--- src/rtl/core/eig_pkg.sv ---
// ============================================================================
// eig_pkg : shared constants for the 2x2 eigenvalue pipeline
// Entry width default and the fixed result width with its saturation limits.
// ============================================================================
`default_nettype none

package eig_pkg;

   // default width of one matrix entry, signed Q8.8
   localparam int ENTRY_WIDTH_DEF = 16;

   // result width, units of 1/512
   localparam int OUT_WIDTH = 19;
   localparam int OUT_MAX   = 2 ** (OUT_WIDTH - 1) - 1;
   localparam int OUT_MIN   = -(2 ** (OUT_WIDTH - 1));

endpackage : eig_pkg

`default_nettype wire

--- src/rtl/core/eigenvalues_2x2.sv ---
// ============================================================================
// eigenvalues_2x2 : eigenvalues of a signed Q8.8 2x2 matrix
// Real pair as trace +- floored root, complex pair as trace and root, all in
// units of 1/512, with a real flag.
// ============================================================================
//
//  channel  direction  handshake             payload
//  req      in         req_valid/req_ready   four matrix entries, ENTRY_WIDTH each
//  rsp      out        rsp_valid/rsp_ready   first, second (19 bits), is_real
//
//  One beat per cycle sustained while rsp_ready stays high. The pipeline holds
//  three front stages, one square-root stage per root bit and one result
//  stage; the root pipeline sets the depth.
//  Synchronous active-high reset empties the pipeline; no clearing pass.
//  A stalled consumer freezes only the full stages: bubbles keep closing,
//  so req_ready stays high until every stage holds a beat.
// ============================================================================
`default_nettype none

module eigenvalues_2x2 import eig_pkg::*; #(
   parameter int ENTRY_WIDTH = ENTRY_WIDTH_DEF
) (
   input  logic                          clock,
   input  logic                          reset,
   input  logic                          req_valid,
   output logic                          req_ready,
   input  logic signed [ENTRY_WIDTH-1:0] req_entry_top_left,
   input  logic signed [ENTRY_WIDTH-1:0] req_entry_top_right,
   input  logic signed [ENTRY_WIDTH-1:0] req_entry_bottom_left,
   input  logic signed [ENTRY_WIDTH-1:0] req_entry_bottom_right,
   output logic                          rsp_valid,
   input  logic                          rsp_ready,
   output logic signed [OUT_WIDTH-1:0]   rsp_first_value,
   output logic signed [OUT_WIDTH-1:0]   rsp_second_value,
   output logic                          rsp_is_real
);

   localparam int W = ENTRY_WIDTH;

   logic                 fr_valid;
   logic                 fr_ready;
   logic signed [W:0]    fr_trace;
   logic [2*W+1:0]       fr_mag;
   logic                 fr_real;

   logic                 ro_valid;
   logic                 ro_ready;
   logic signed [W:0]    ro_trace;
   logic [W:0]           ro_root;
   logic                 ro_real;

   // trace and discriminant
   eig_front #(
      .ENTRY_WIDTH(ENTRY_WIDTH)
   ) u_front (
      .clock    (clock),
      .reset    (reset),
      .in_valid (req_valid),
      .in_ready (req_ready),
      .in_a     (req_entry_top_left),
      .in_b     (req_entry_top_right),
      .in_c     (req_entry_bottom_left),
      .in_d     (req_entry_bottom_right),
      .out_valid(fr_valid),
      .out_ready(fr_ready),
      .out_trace(fr_trace),
      .out_mag  (fr_mag),
      .out_real (fr_real)
   );

   // square root of the discriminant magnitude
   eig_root #(
      .ENTRY_WIDTH(ENTRY_WIDTH)
   ) u_root (
      .clock    (clock),
      .reset    (reset),
      .in_valid (fr_valid),
      .in_ready (fr_ready),
      .in_trace (fr_trace),
      .in_mag   (fr_mag),
      .in_real  (fr_real),
      .out_valid(ro_valid),
      .out_ready(ro_ready),
      .out_trace(ro_trace),
      .out_root (ro_root),
      .out_real (ro_real)
   );

   // final sums and output register
   eig_out #(
      .ENTRY_WIDTH(ENTRY_WIDTH)
   ) u_out (
      .clock     (clock),
      .reset     (reset),
      .in_valid  (ro_valid),
      .in_ready  (ro_ready),
      .in_trace  (ro_trace),
      .in_root   (ro_root),
      .in_real   (ro_real),
      .out_valid (rsp_valid),
      .out_ready (rsp_ready),
      .out_first (rsp_first_value),
      .out_second(rsp_second_value),
      .out_real  (rsp_is_real)
   );

endmodule : eigenvalues_2x2

`default_nettype wire

--- src/rtl/core/eig_front.sv ---
// ============================================================================
// eig_front : trace and discriminant stages
// Three register stages: trace and |a-d|, the two products, then the signed
// discriminant with its magnitude and the real flag.
// ============================================================================
`default_nettype none

module eig_front import eig_pkg::*; #(
   parameter int ENTRY_WIDTH = ENTRY_WIDTH_DEF
) (
   input  logic                          clock,
   input  logic                          reset,
   input  logic                          in_valid,
   output logic                          in_ready,
   input  logic signed [ENTRY_WIDTH-1:0] in_a,
   input  logic signed [ENTRY_WIDTH-1:0] in_b,
   input  logic signed [ENTRY_WIDTH-1:0] in_c,
   input  logic signed [ENTRY_WIDTH-1:0] in_d,
   output logic                          out_valid,
   input  logic                          out_ready,
   output logic signed [ENTRY_WIDTH:0]   out_trace,
   output logic [2*ENTRY_WIDTH+1:0]      out_mag,
   output logic                          out_real
);

   localparam int W  = ENTRY_WIDTH;
   localparam int DW = 2 * W + 2;
   localparam int SW = 2 * W + 3;

   logic [2:0] v_ff;
   logic [2:0] en;

   // stage 1 registers
   logic signed [W:0]     tr1_ff;
   logic [W-1:0]          pm1_ff;
   logic signed [W-1:0]   b1_ff;
   logic signed [W-1:0]   c1_ff;
   // stage 2 registers
   logic signed [W:0]     tr2_ff;
   logic [2*W-1:0]        psq2_ff;
   logic signed [2*W-1:0] q2_ff;
   // stage 3 registers
   logic signed [W:0]     tr3_ff;
   logic [DW-1:0]         mag3_ff;
   logic                  real3_ff;

   logic signed [W:0]     tr1_in;
   logic signed [W:0]     diff;
   logic [W-1:0]          pm1_in;
   logic [2*W-1:0]        psq2_in;
   logic signed [2*W-1:0] q2_in;
   logic signed [SW-1:0]  disc;
   logic signed [SW-1:0]  disc_neg;
   logic                  real3_in;
   logic [DW-1:0]         mag3_in;

   // a stage advances when it is empty or some later stage can move
   assign en[2]    = out_ready || !v_ff[2];
   assign en[1]    = out_ready || !(&v_ff[2:1]);
   assign en[0]    = out_ready || !(&v_ff[2:0]);
   assign in_ready = en[0];

   // stage 1: trace and absolute difference of the diagonal
   always_comb begin
      tr1_in = (W + 1)'(in_a) + (W + 1)'(in_d);
      diff   = (W + 1)'(in_a) - (W + 1)'(in_d);
      pm1_in = diff[W] ? W'(-diff) : W'(diff);
   end

   // stage 2: square of the difference and the off-diagonal product
   always_comb begin
      psq2_in = (2 * W)'(pm1_ff) * (2 * W)'(pm1_ff);
      q2_in   = (2 * W)'(b1_ff) * (2 * W)'(c1_ff);
   end

   // stage 3: discriminant (a-d)^2 + 4bc, sign and magnitude
   always_comb begin
      disc     = $signed({3'b000, psq2_ff}) + (SW'(q2_ff) <<< 2);
      disc_neg = -disc;
      real3_in = !disc[SW-1];
      mag3_in  = real3_in ? DW'(disc) : DW'(disc_neg);
   end

   // advance valid bits
   always_ff @(posedge clock) begin
      if (reset) begin
         v_ff <= '0;
      end else begin
         if (en[0]) begin
            v_ff[0] <= in_valid;
         end
         if (en[1]) begin
            v_ff[1] <= v_ff[0];
         end
         if (en[2]) begin
            v_ff[2] <= v_ff[1];
         end
      end
   end

   // advance payload
   always_ff @(posedge clock) begin
      if (en[0]) begin
         tr1_ff <= tr1_in;
         pm1_ff <= pm1_in;
         b1_ff  <= in_b;
         c1_ff  <= in_c;
      end
      if (en[1]) begin
         tr2_ff  <= tr1_ff;
         psq2_ff <= psq2_in;
         q2_ff   <= q2_in;
      end
      if (en[2]) begin
         tr3_ff   <= tr2_ff;
         mag3_ff  <= mag3_in;
         real3_ff <= real3_in;
      end
   end

   assign out_valid = v_ff[2];
   assign out_trace = tr3_ff;
   assign out_mag   = mag3_ff;
   assign out_real  = real3_ff;

endmodule : eig_front

`default_nettype wire

--- src/rtl/core/eig_root.sv ---
// ============================================================================
// eig_root : pipelined floored square root
// One root bit per stage, restoring digit recurrence on a bit pair of the
// operand; trace and real flag ride along with each beat.
// ============================================================================
`default_nettype none

module eig_root import eig_pkg::*; #(
   parameter int ENTRY_WIDTH = ENTRY_WIDTH_DEF
) (
   input  logic                        clock,
   input  logic                        reset,
   input  logic                        in_valid,
   output logic                        in_ready,
   input  logic signed [ENTRY_WIDTH:0] in_trace,
   input  logic [2*ENTRY_WIDTH+1:0]    in_mag,
   input  logic                        in_real,
   output logic                        out_valid,
   input  logic                        out_ready,
   output logic signed [ENTRY_WIDTH:0] out_trace,
   output logic [ENTRY_WIDTH:0]        out_root,
   output logic                        out_real
);

   localparam int W   = ENTRY_WIDTH;
   localparam int RW  = W + 1;
   localparam int DW  = 2 * RW;
   localparam int RMW = RW + 2;

   // per-stage outputs
   logic [RW-1:0]        v_q;
   logic [RW-1:0]        en;
   logic [RW-1:0]        root_q  [RW];
   logic signed [W:0]    tr_q    [RW];
   logic [RW-1:0]        real_q;
   logic [RMW-1:0]       rem_q   [RW-1];
   logic [DW-1:0]        x_q     [RW-1];

   // per-stage inputs
   logic                 v_src   [RW];
   logic [RW-1:0]        root_src[RW];
   logic signed [W:0]    tr_src  [RW];
   logic                 real_src[RW];
   logic [RMW-1:0]       rem_src [RW];
   logic [DW-1:0]        x_src   [RW];

   assign in_ready = en[0];

   for (genvar k = 0; k < RW; k++) begin : g_stage
      logic              v_ff;
      logic [RW-1:0]     root_ff;
      logic signed [W:0] tr_ff;
      logic              real_ff;
      logic [RMW-1:0]    rem_cat;
      logic [RMW-1:0]    trial;
      logic              take;

      // feed from the input port or the previous stage
      if (k == 0) begin : g_first
         assign v_src[k]    = in_valid;
         assign root_src[k] = '0;
         assign tr_src[k]   = in_trace;
         assign real_src[k] = in_real;
         assign rem_src[k]  = '0;
         assign x_src[k]    = in_mag;
      end else begin : g_next
         assign v_src[k]    = v_q[k-1];
         assign root_src[k] = root_q[k-1];
         assign tr_src[k]   = tr_q[k-1];
         assign real_src[k] = real_q[k-1];
         assign rem_src[k]  = rem_q[k-1];
         assign x_src[k]    = x_q[k-1];
      end

      // advance when this stage or any later one holds a bubble
      assign en[k] = out_ready || !(&v_q[RW-1:k]);

      // bring down the next bit pair, try root*4+1
      assign rem_cat = {rem_src[k][RMW-3:0], x_src[k][DW-1:DW-2]};
      assign trial   = {root_src[k], 2'b01};
      assign take    = rem_cat >= trial;

      always_ff @(posedge clock) begin
         if (reset) begin
            v_ff <= 1'b0;
         end else if (en[k]) begin
            v_ff <= v_src[k];
         end
      end

      always_ff @(posedge clock) begin
         if (en[k]) begin
            root_ff <= {root_src[k][RW-2:0], take};
            tr_ff   <= tr_src[k];
            real_ff <= real_src[k];
         end
      end

      // remainder and remaining operand bits are needed only downstream
      if (k < RW - 1) begin : g_carry
         logic [RMW-1:0] rem_ff;
         logic [DW-1:0]  x_ff;

         always_ff @(posedge clock) begin
            if (en[k]) begin
               rem_ff <= take ? rem_cat - trial : rem_cat;
               x_ff   <= {x_src[k][DW-3:0], 2'b00};
            end
         end

         assign rem_q[k] = rem_ff;
         assign x_q[k]   = x_ff;
      end

      assign v_q[k]    = v_ff;
      assign root_q[k] = root_ff;
      assign tr_q[k]   = tr_ff;
      assign real_q[k] = real_ff;
   end

   assign out_valid = v_q[RW-1];
   assign out_trace = tr_q[RW-1];
   assign out_root  = root_q[RW-1];
   assign out_real  = real_q[RW-1];

endmodule : eig_root

`default_nettype wire

--- src/rtl/core/eig_out.sv ---
// ============================================================================
// eig_out : result stage
// Forms trace plus and minus root (or trace and root for a complex pair),
// saturates to the result width and holds the beat for the consumer.
// ============================================================================
`default_nettype none

module eig_out import eig_pkg::*; #(
   parameter int ENTRY_WIDTH = ENTRY_WIDTH_DEF
) (
   input  logic                        clock,
   input  logic                        reset,
   input  logic                        in_valid,
   output logic                        in_ready,
   input  logic signed [ENTRY_WIDTH:0] in_trace,
   input  logic [ENTRY_WIDTH:0]        in_root,
   input  logic                        in_real,
   output logic                        out_valid,
   input  logic                        out_ready,
   output logic signed [OUT_WIDTH-1:0] out_first,
   output logic signed [OUT_WIDTH-1:0] out_second,
   output logic                        out_real
);

   localparam int W  = ENTRY_WIDTH;
   localparam int XW = (W + 3 > OUT_WIDTH + 1) ? W + 3 : OUT_WIDTH + 1;
   localparam logic signed [XW-1:0] MAX_X = XW'(OUT_MAX);
   localparam logic signed [XW-1:0] MIN_X = XW'(OUT_MIN);

   logic                        v_ff;
   logic                        en;
   logic signed [OUT_WIDTH-1:0] first_ff;
   logic signed [OUT_WIDTH-1:0] second_ff;
   logic                        real_ff;

   logic signed [XW-1:0]        tr_x;
   logic signed [XW-1:0]        root_x;
   logic signed [XW-1:0]        first_x;
   logic signed [XW-1:0]        second_x;
   logic signed [OUT_WIDTH-1:0] first_in;
   logic signed [OUT_WIDTH-1:0] second_in;

   assign en       = out_ready || !v_ff;
   assign in_ready = en;

   // pick the pair and clamp each to the result range
   always_comb begin
      tr_x     = XW'(in_trace);
      root_x   = $signed(XW'(in_root));
      first_x  = in_real ? tr_x + root_x : tr_x;
      second_x = in_real ? tr_x - root_x : root_x;
      priority if (first_x > MAX_X) begin
         first_in = OUT_WIDTH'(MAX_X);
      end else if (first_x < MIN_X) begin
         first_in = OUT_WIDTH'(MIN_X);
      end else begin
         first_in = OUT_WIDTH'(first_x);
      end
      priority if (second_x > MAX_X) begin
         second_in = OUT_WIDTH'(MAX_X);
      end else if (second_x < MIN_X) begin
         second_in = OUT_WIDTH'(MIN_X);
      end else begin
         second_in = OUT_WIDTH'(second_x);
      end
   end

   always_ff @(posedge clock) begin
      if (reset) begin
         v_ff <= 1'b0;
      end else if (en) begin
         v_ff <= in_valid;
      end
   end

   // hold the result until it is taken
   always_ff @(posedge clock) begin
      if (en) begin
         first_ff  <= first_in;
         second_ff <= second_in;
         real_ff   <= in_real;
      end
   end

   assign out_valid  = v_ff;
   assign out_first  = first_ff;
   assign out_second = second_ff;
   assign out_real   = real_ff;

endmodule : eig_out

`default_nettype wire

--- config.mk ---
export PLATFORM = sky130hd
export DESIGN_NAME = eigenvalues_2x2
export DESIGN_NICKNAME = d
export VERILOG_FILES = /design/src/rtl/core/eig_pkg.sv /design/src/rtl/core/eigenvalues_2x2.sv /design/src/rtl/core/eig_front.sv /design/src/rtl/core/eig_root.sv /design/src/rtl/core/eig_out.sv
export SDC_FILE = /design/constraint.sdc
export NUM_CORES = 2
export LEC_CHECK = 0
export BUFFER_PORTS_ARGS = -buffer_cell sky130_fd_sc_hd__buf_2
export CAP_MARGIN = 10
export CORE_MARGIN = 3
export CORE_UTILIZATION = 55
export DETAILED_ROUTE_END_ITERATION = 10
export PLACE_DENSITY = 0.71
export SLEW_MARGIN = 10
export SYNTH_ARGS = -nofsm -noshare
export SYNTH_HDL_FRONTEND = slang
export SYNTH_HIERARCHICAL = 1
export SYNTH_SLANG_ARGS = --single-unit
export TNS_END_PERCENT = 10
--- constraint.sdc ---
create_clock -name clock -period 17.3 [get_ports clock]
set_clock_uncertainty 0.05 [all_clocks]
set_input_delay 1.73 -clock clock [delete_from_list [all_inputs] [get_ports clock]]
set_output_delay 1.73 -clock clock [all_outputs]
set_load 0.05 [all_outputs]
Yosys cells after proc, flatten, opt, wreduce, memory -nomap -nowiden
Cells that the tools add are included.

Register bits after elaboration: 1247. Latch bits: 0. RAM bits: 0. Memory bits (read-only): 0. Output and inout bits: 41. Word-level logic and storage cells: 247. Memories kept: 0.

$add $sub $neg: 23. Multiply operators: 2. Divide/modulo/power cells: 0. $lt $le $gt $ge: 21. Equality and inequality tests: 0. Shift operators: 0. Mux-type cells: 22. Bitwise gates (word level): 0. Reductions and logical operators: 61.

Operators with widths (count): $mux W17 (15); $mul A16 B16 Y32 (2); $gt A20 B19 Y1 const B (2); $lt A20 B19 Y1 const B (2); $mux W20 (2); $mux W19 (2); $add A33 B34 Y35 (1); $mux W34 (1); $neg A34 Y34 (1); $logic_not A1 Y1 (22); $logic_or A1 B1 Y1 (21); $add A17 B18 Y19 (1); $ge A19 B10 Y1 (1); $ge A19 B11 Y1 (1); $ge A19 B12 Y1 (1); $ge A19 B13 Y1 (1); $ge A19 B14 Y1 (1); $ge A19 B15 Y1 (1); $ge A19 B16 Y1 (1); $ge A19 B17 Y1 (1); $ge A19 B18 Y1 (1); $ge A19 B3 Y1 (1); $ge A19 B4 Y1 (1); $ge A19 B5 Y1 (1); 43 further kinds (45).

Logic depth before layout (Yosys ltp)
Word-level depth: 4. Depth in mapped cells: 27. Mapped depth without buffers: 25.

Hierarchy
The synthesis kept the hierarchy.

By module, submodules not included: eig_root (times used 1, cells each 2744, area an instance 41015.6 um^2); eig_front (times used 1, cells each 2760, area an instance 27442.6 um^2); eig_out (times used 1, cells each 399, area an instance 3560.9 um^2).

Least setup slack after synthesis
Ideal clock, no wire load.

Path type: input to output. Start point: input rsp_ready. End point: output req_ready. Arrival time: 9301 ps. Data required time: 15520 ps. Path slack: 6219 ps. Stages: 12. Buffers on the path: 1. Cells stage by stage: nand2b_1 > nor2b_1 > inv_1 > nor2_1 > and3_1 > clkbuf_1 > inv_1 > nor2_1 > nand3_1 > nor2b_1 > and2_1 > nand2_1.

Longest elaborated chain between the ends: 3.

Ends and longest elaborated chain: from (decl) (line eigenvalues_2x2.sv:32) `input logic rsp_ready,`; $logic_or A1 B1 Y1 (line eig_out.sv:43) `assign en = out_ready || !v_ff;`; $logic_or A1 B1 Y1 (line eig_root.sv:76) `assign en[k] = out_ready || !(&v_q[RW-1:k]);`; named net fr_ready (line eigenvalues_2x2.sv:41) `logic fr_ready;`; $logic_or A1 B1 Y1 (line eig_front.sv:60) `assign en[0] = out_ready || !(&v_ff[2:0]);`; to (decl) (line eigenvalues_2x2.sv:26) `output logic req_ready,`.

The timed path passes the listed nets, and every way through them passes these cells.

Worst setup path after layout
Start point: input rsp_ready. End point: output req_ready.

Longest elaborated chain between the ends: 3.

Ends and longest elaborated chain: $logic_or A1 B1 Y1 (line eig_out.sv:43); named net ro_ready (line eigenvalues_2x2.sv:47) `logic ro_ready;`; $logic_or A1 B1 Y1 (line eig_root.sv:76); named net fr_ready (line eigenvalues_2x2.sv:41); $logic_or A1 B1 Y1 (line eig_front.sv:60).

The timed path passes the listed nets, and every way through them passes these cells.

==> results.sh <==
export IMPL_antenna_found_initial=1
export IMPL_clkSinkCount=1239
export IMPL_syn_cell_area_um2=72000
export IMPL_detail_route_wl_per_cell_um=16.9
export IMPL_first_global_vias=43700
export IMPL_critical_path_top_delay_family="simple AND/OR/NAND/NOR gates"
export IMPL_cp_num_buf_inv=5
export IMPL_syn_avg_cell_area_um2=12.2
export IMPL_cts_hold_buffers_added=0
export IMPL_seq_area_um2=37000
export IMPL_synth_cell_types=112
export IMPL_rsz0062_at_grt="no"
export IMPL_final_util_pct=60.6
export IMPL_crit_path_start_kind="input pin"
export IMPL_grt_max_degree=80
export IMPL_die_w_um=368
export IMPL_critPathKind="input pin to output port"
export IMPL_final_cell_mix="edfxtp_1 (1,218), inv_1 (850), ha_1 (452)"
export IMPL_grt_overflow=0
export IMPL_die_y_um=368
export IMPL_yosys_register_bits=1239
export IMPL_clockRootBuffer="clkbuf_16"
export IMPL_routed_via_density=5.44
export IMPL_ctsHtreeMaxLevel=4
export IMPL_status="finished, final reports clean"
export IMPL_cts_tree="built"
export IMPL_worst_pin_slew_ns=1.14
export IMPL_yosys_warnings=6
export IMPL_die_area_um2=135000
export IMPL_vias=42900
export IMPL_timing_fmax_ghz=0.118
export IMPL_pin_count=109
export IMPL_clk_path_buf_depth=3
export IMPL_dp_hpwl_mm=99.3
export IMPL_numCtsBuffers=131
export IMPL_final_nets=6985
export IMPL_initial_core_util_pct=55.5
export IMPL_cp_data_arrival_time_ns=6.71
export IMPL_crit_slowest_cell="nand2b_2"
export IMPL_io_buffers=108
export IMPL_routed_wl_mm=133
export IMPL_hold_violations=0
export IMPL_ys_seq_area_share_pct=51.4
export IMPL_design_area_um2=78700
export IMPL_final_common_cell="edfxtp_1"
export IMPL_drc=0
export IMPL_synth_edf_count=1218
export IMPL_critPathMaxStageDelay_ns=0.63
export IMPL_worstPathCellList="buf_2 -> nand2b_2 -> nor2b_1 -> inv_1 -> buf_4 -> nor2_1 -> and3_1 -> inv_2 -> nor2_1 -> nand3_2 -> nor2b_1 -> and2_1 -> nand2_4 -> buf_2"
export IMPL_worstPathRequired_ns=15.52
export IMPL_core_um2=130000
export IMPL_postRouteAntennaNets=0
export IMPL_groute_usage_overall_pct=19.9
export IMPL_cap_violations=0
export IMPL_place_gp_congestion=0.898
export IMPL_postCtsSetupBuffers=0
export IMPL_clk_pin_slew_ns=0.06
export IMPL_syn2layout_area_growth_pct=9.28
export IMPL_clkLatencyLatePin_ns=0.76
export IMPL_critPathMaxFanout=65
export IMPL_setup_tns_ns=0
export IMPL_synth_main_ff_cell="edfxtp_1"
export IMPL_firstDrtPassIters=6
export IMPL_netlist_instances=5903
export IMPL_fill_cells=10200
export IMPL_cts_resized=0
export IMPL_setup_viol=0
export IMPL_maxSlewHeadroom_pct=23.9
export IMPL_worst_setup_path_end_kind="output port"
export IMPL_place_area_um2=74400
export IMPL_multiInputGateArea_um2=31300
export IMPL_fp_row_count=132
export IMPL_diodes=0
export IMPL_syn_nets=6856
export IMPL_ys_async_sr_fraction_pct=0
export IMPL_drt_iter0_markers=2804
export IMPL_slew_violations=0
export IMPL_min_period_ns=8.49
export IMPL_min_path_type="flip-flop to flip-flop"
export IMPL_grt_pass1_wl_mm=220
export IMPL_drive_above_1_share_pct=7.21
export IMPL_finalCritPeriodShare_pct=49.1
## worst paths after layout
kind,startpoint,to,slack [ns],cells after the start
setup reg to reg,u_front/pm1_ff[9]$_DFFE_PP_,u_front/psq2_ff[31]$_DFFE_PP_,9.89,24
setup / recovery,rsp_ready,req_ready,8.81,14
hold reg to reg,u_root/g_stage[8].g_carry.x_ff[28]$_DFFE_PP_,u_root/g_stage[9].g_carry.x_ff[30]$_DFFE_PP_,0.35,0
hold / removal,u_root/g_stage[8].g_carry.x_ff[28]$_DFFE_PP_,u_root/g_stage[9].g_carry.x_ff[30]$_DFFE_PP_,0.35,0
## cell usage after synthesis (7+ instances only)
cell       count  area, um^2
a2111oi_0      8        70.1
a211o_1        8        70.1
a211oi_1      24         180
a21boi_0      13        97.6
a21o_1        83         623
a21oi_1      286        1430
a311oi_1       8        70.1
a31oi_1       31         194
a41oi_1        8        70.1
and2_1       196        1230
and3_1        34         213
buf_1          7        26.3
buf_2         20         100
clkbuf_1      97         364
dfxtp_1       21         420
edfxtp_1    1218       36600
fa_1         433        8670
ha_1         452        5660
inv_1        857        3220
mux2_2        38         428
mux2i_1       21         210
nand2_1      405        1520
nand2b_1      55         344
nand3_1       88         440
nand3b_1      13        97.6
nand4_1       39         244
nand4b_1       9        78.8
nor2_1       346        1300
nor2b_1       50         313
nor3_1        93         465
nor4_1        34         213
o2111ai_1      7        61.3
o211ai_1      18         135
o21a_1        53         398
o21ai_0      176         881
o21bai_1      28         210
o22ai_1       10        62.6
o31a_1         8        70.1
o31ai_1       30         225
o41ai_1        8        70.1
or2_2         19         119
or3_1         34         213
or4_1         16         120
xnor2_1      243        2130
xor2_1       121        1060
## layout make-up
class | count | area share, %
Inverter | 863 | 4.12
Clock inverter | 81 | 1.21
Clock buffer | 153 | 4.27
Sequential cell | 1239 | 47.0
Timing Repair Buffer | 130 | 0.897
Tap cell | 1742 | 2.77
Multi-Input combinational cell | 3667 | 39.7
## layer usage
layer / global-route usage (%) / share of wire, % / routed length (um)
met5: 0 / 0 / 0
met1: 24.7 / 42 / 55500
met2: 36.1 / 52 / 69700
met4: 6.53 / 2.6 / 3490
met3: 2.66 / 3.6 / 4790
## logic make-up (layout without fill, tap and decap cells)
family / Yosys count / after routing / synth area share (%)
DFF: 1239 / 1239 / 51.4
and+or+nand+nor: 1470 / 1470 / 10.1
adders and majority gates: 885 / 885 / 19.9
muxes: 64 / 64 / 0.985
other: 1 / 1 / 0.00521
AOI/OAI and AO/OA: 883 / 883 / 7.96
buffers and inverters: 997 / 1227 / 5.29
xor gates and xnor gates: 364 / 364 / 4.43
## flip-flops by register name, indices dropped and copies added (netlist names), 3 cells and up
signal / cells
u_front/tr2_ff: 17
u_root/g_stage.root_ff: 136
u_front/tr1_ff: 17
u_root/out_root: 17
u_root/g_stage.real_ff: 16
u_front/q2_ff: 32
u_front/psq2_ff: 30
u_root/g_stage.g_carry.x_ff: 272
u_root/g_stage.tr_ff: 272
u_root/g_stage.g_carry.rem_ff: 254
u_front/out_mag: 33
u_root/g_stage.v_ff: 16
u_root/out_trace: 17
u_out/out_first: 19
u_out/out_second: 19
u_front/b1_ff: 16
u_front/pm1_ff: 15
u_front/c1_ff: 16
u_front/out_trace: 17
u_front/v_ff: 3
## metrics by stage
stage / hold slack, ns / setup WS, ns / std cells
6_report: 0.353 / 8.81 / 7875
5_1_grt: 0.363 / 8.24 / 7875
4_1_cts: 0.352 / 8.75 / 7875
3_5_place_dp: 0.355 / 8.77 / 7641
3_3_place_gp: 0.350 / 8.95 / 7641
2_1_floorplan: 0.350 / 6.22 / 5903
Power is not shown: default switching activity piles up to over one toggle a cycle in this logic, so the estimate is an artifact.
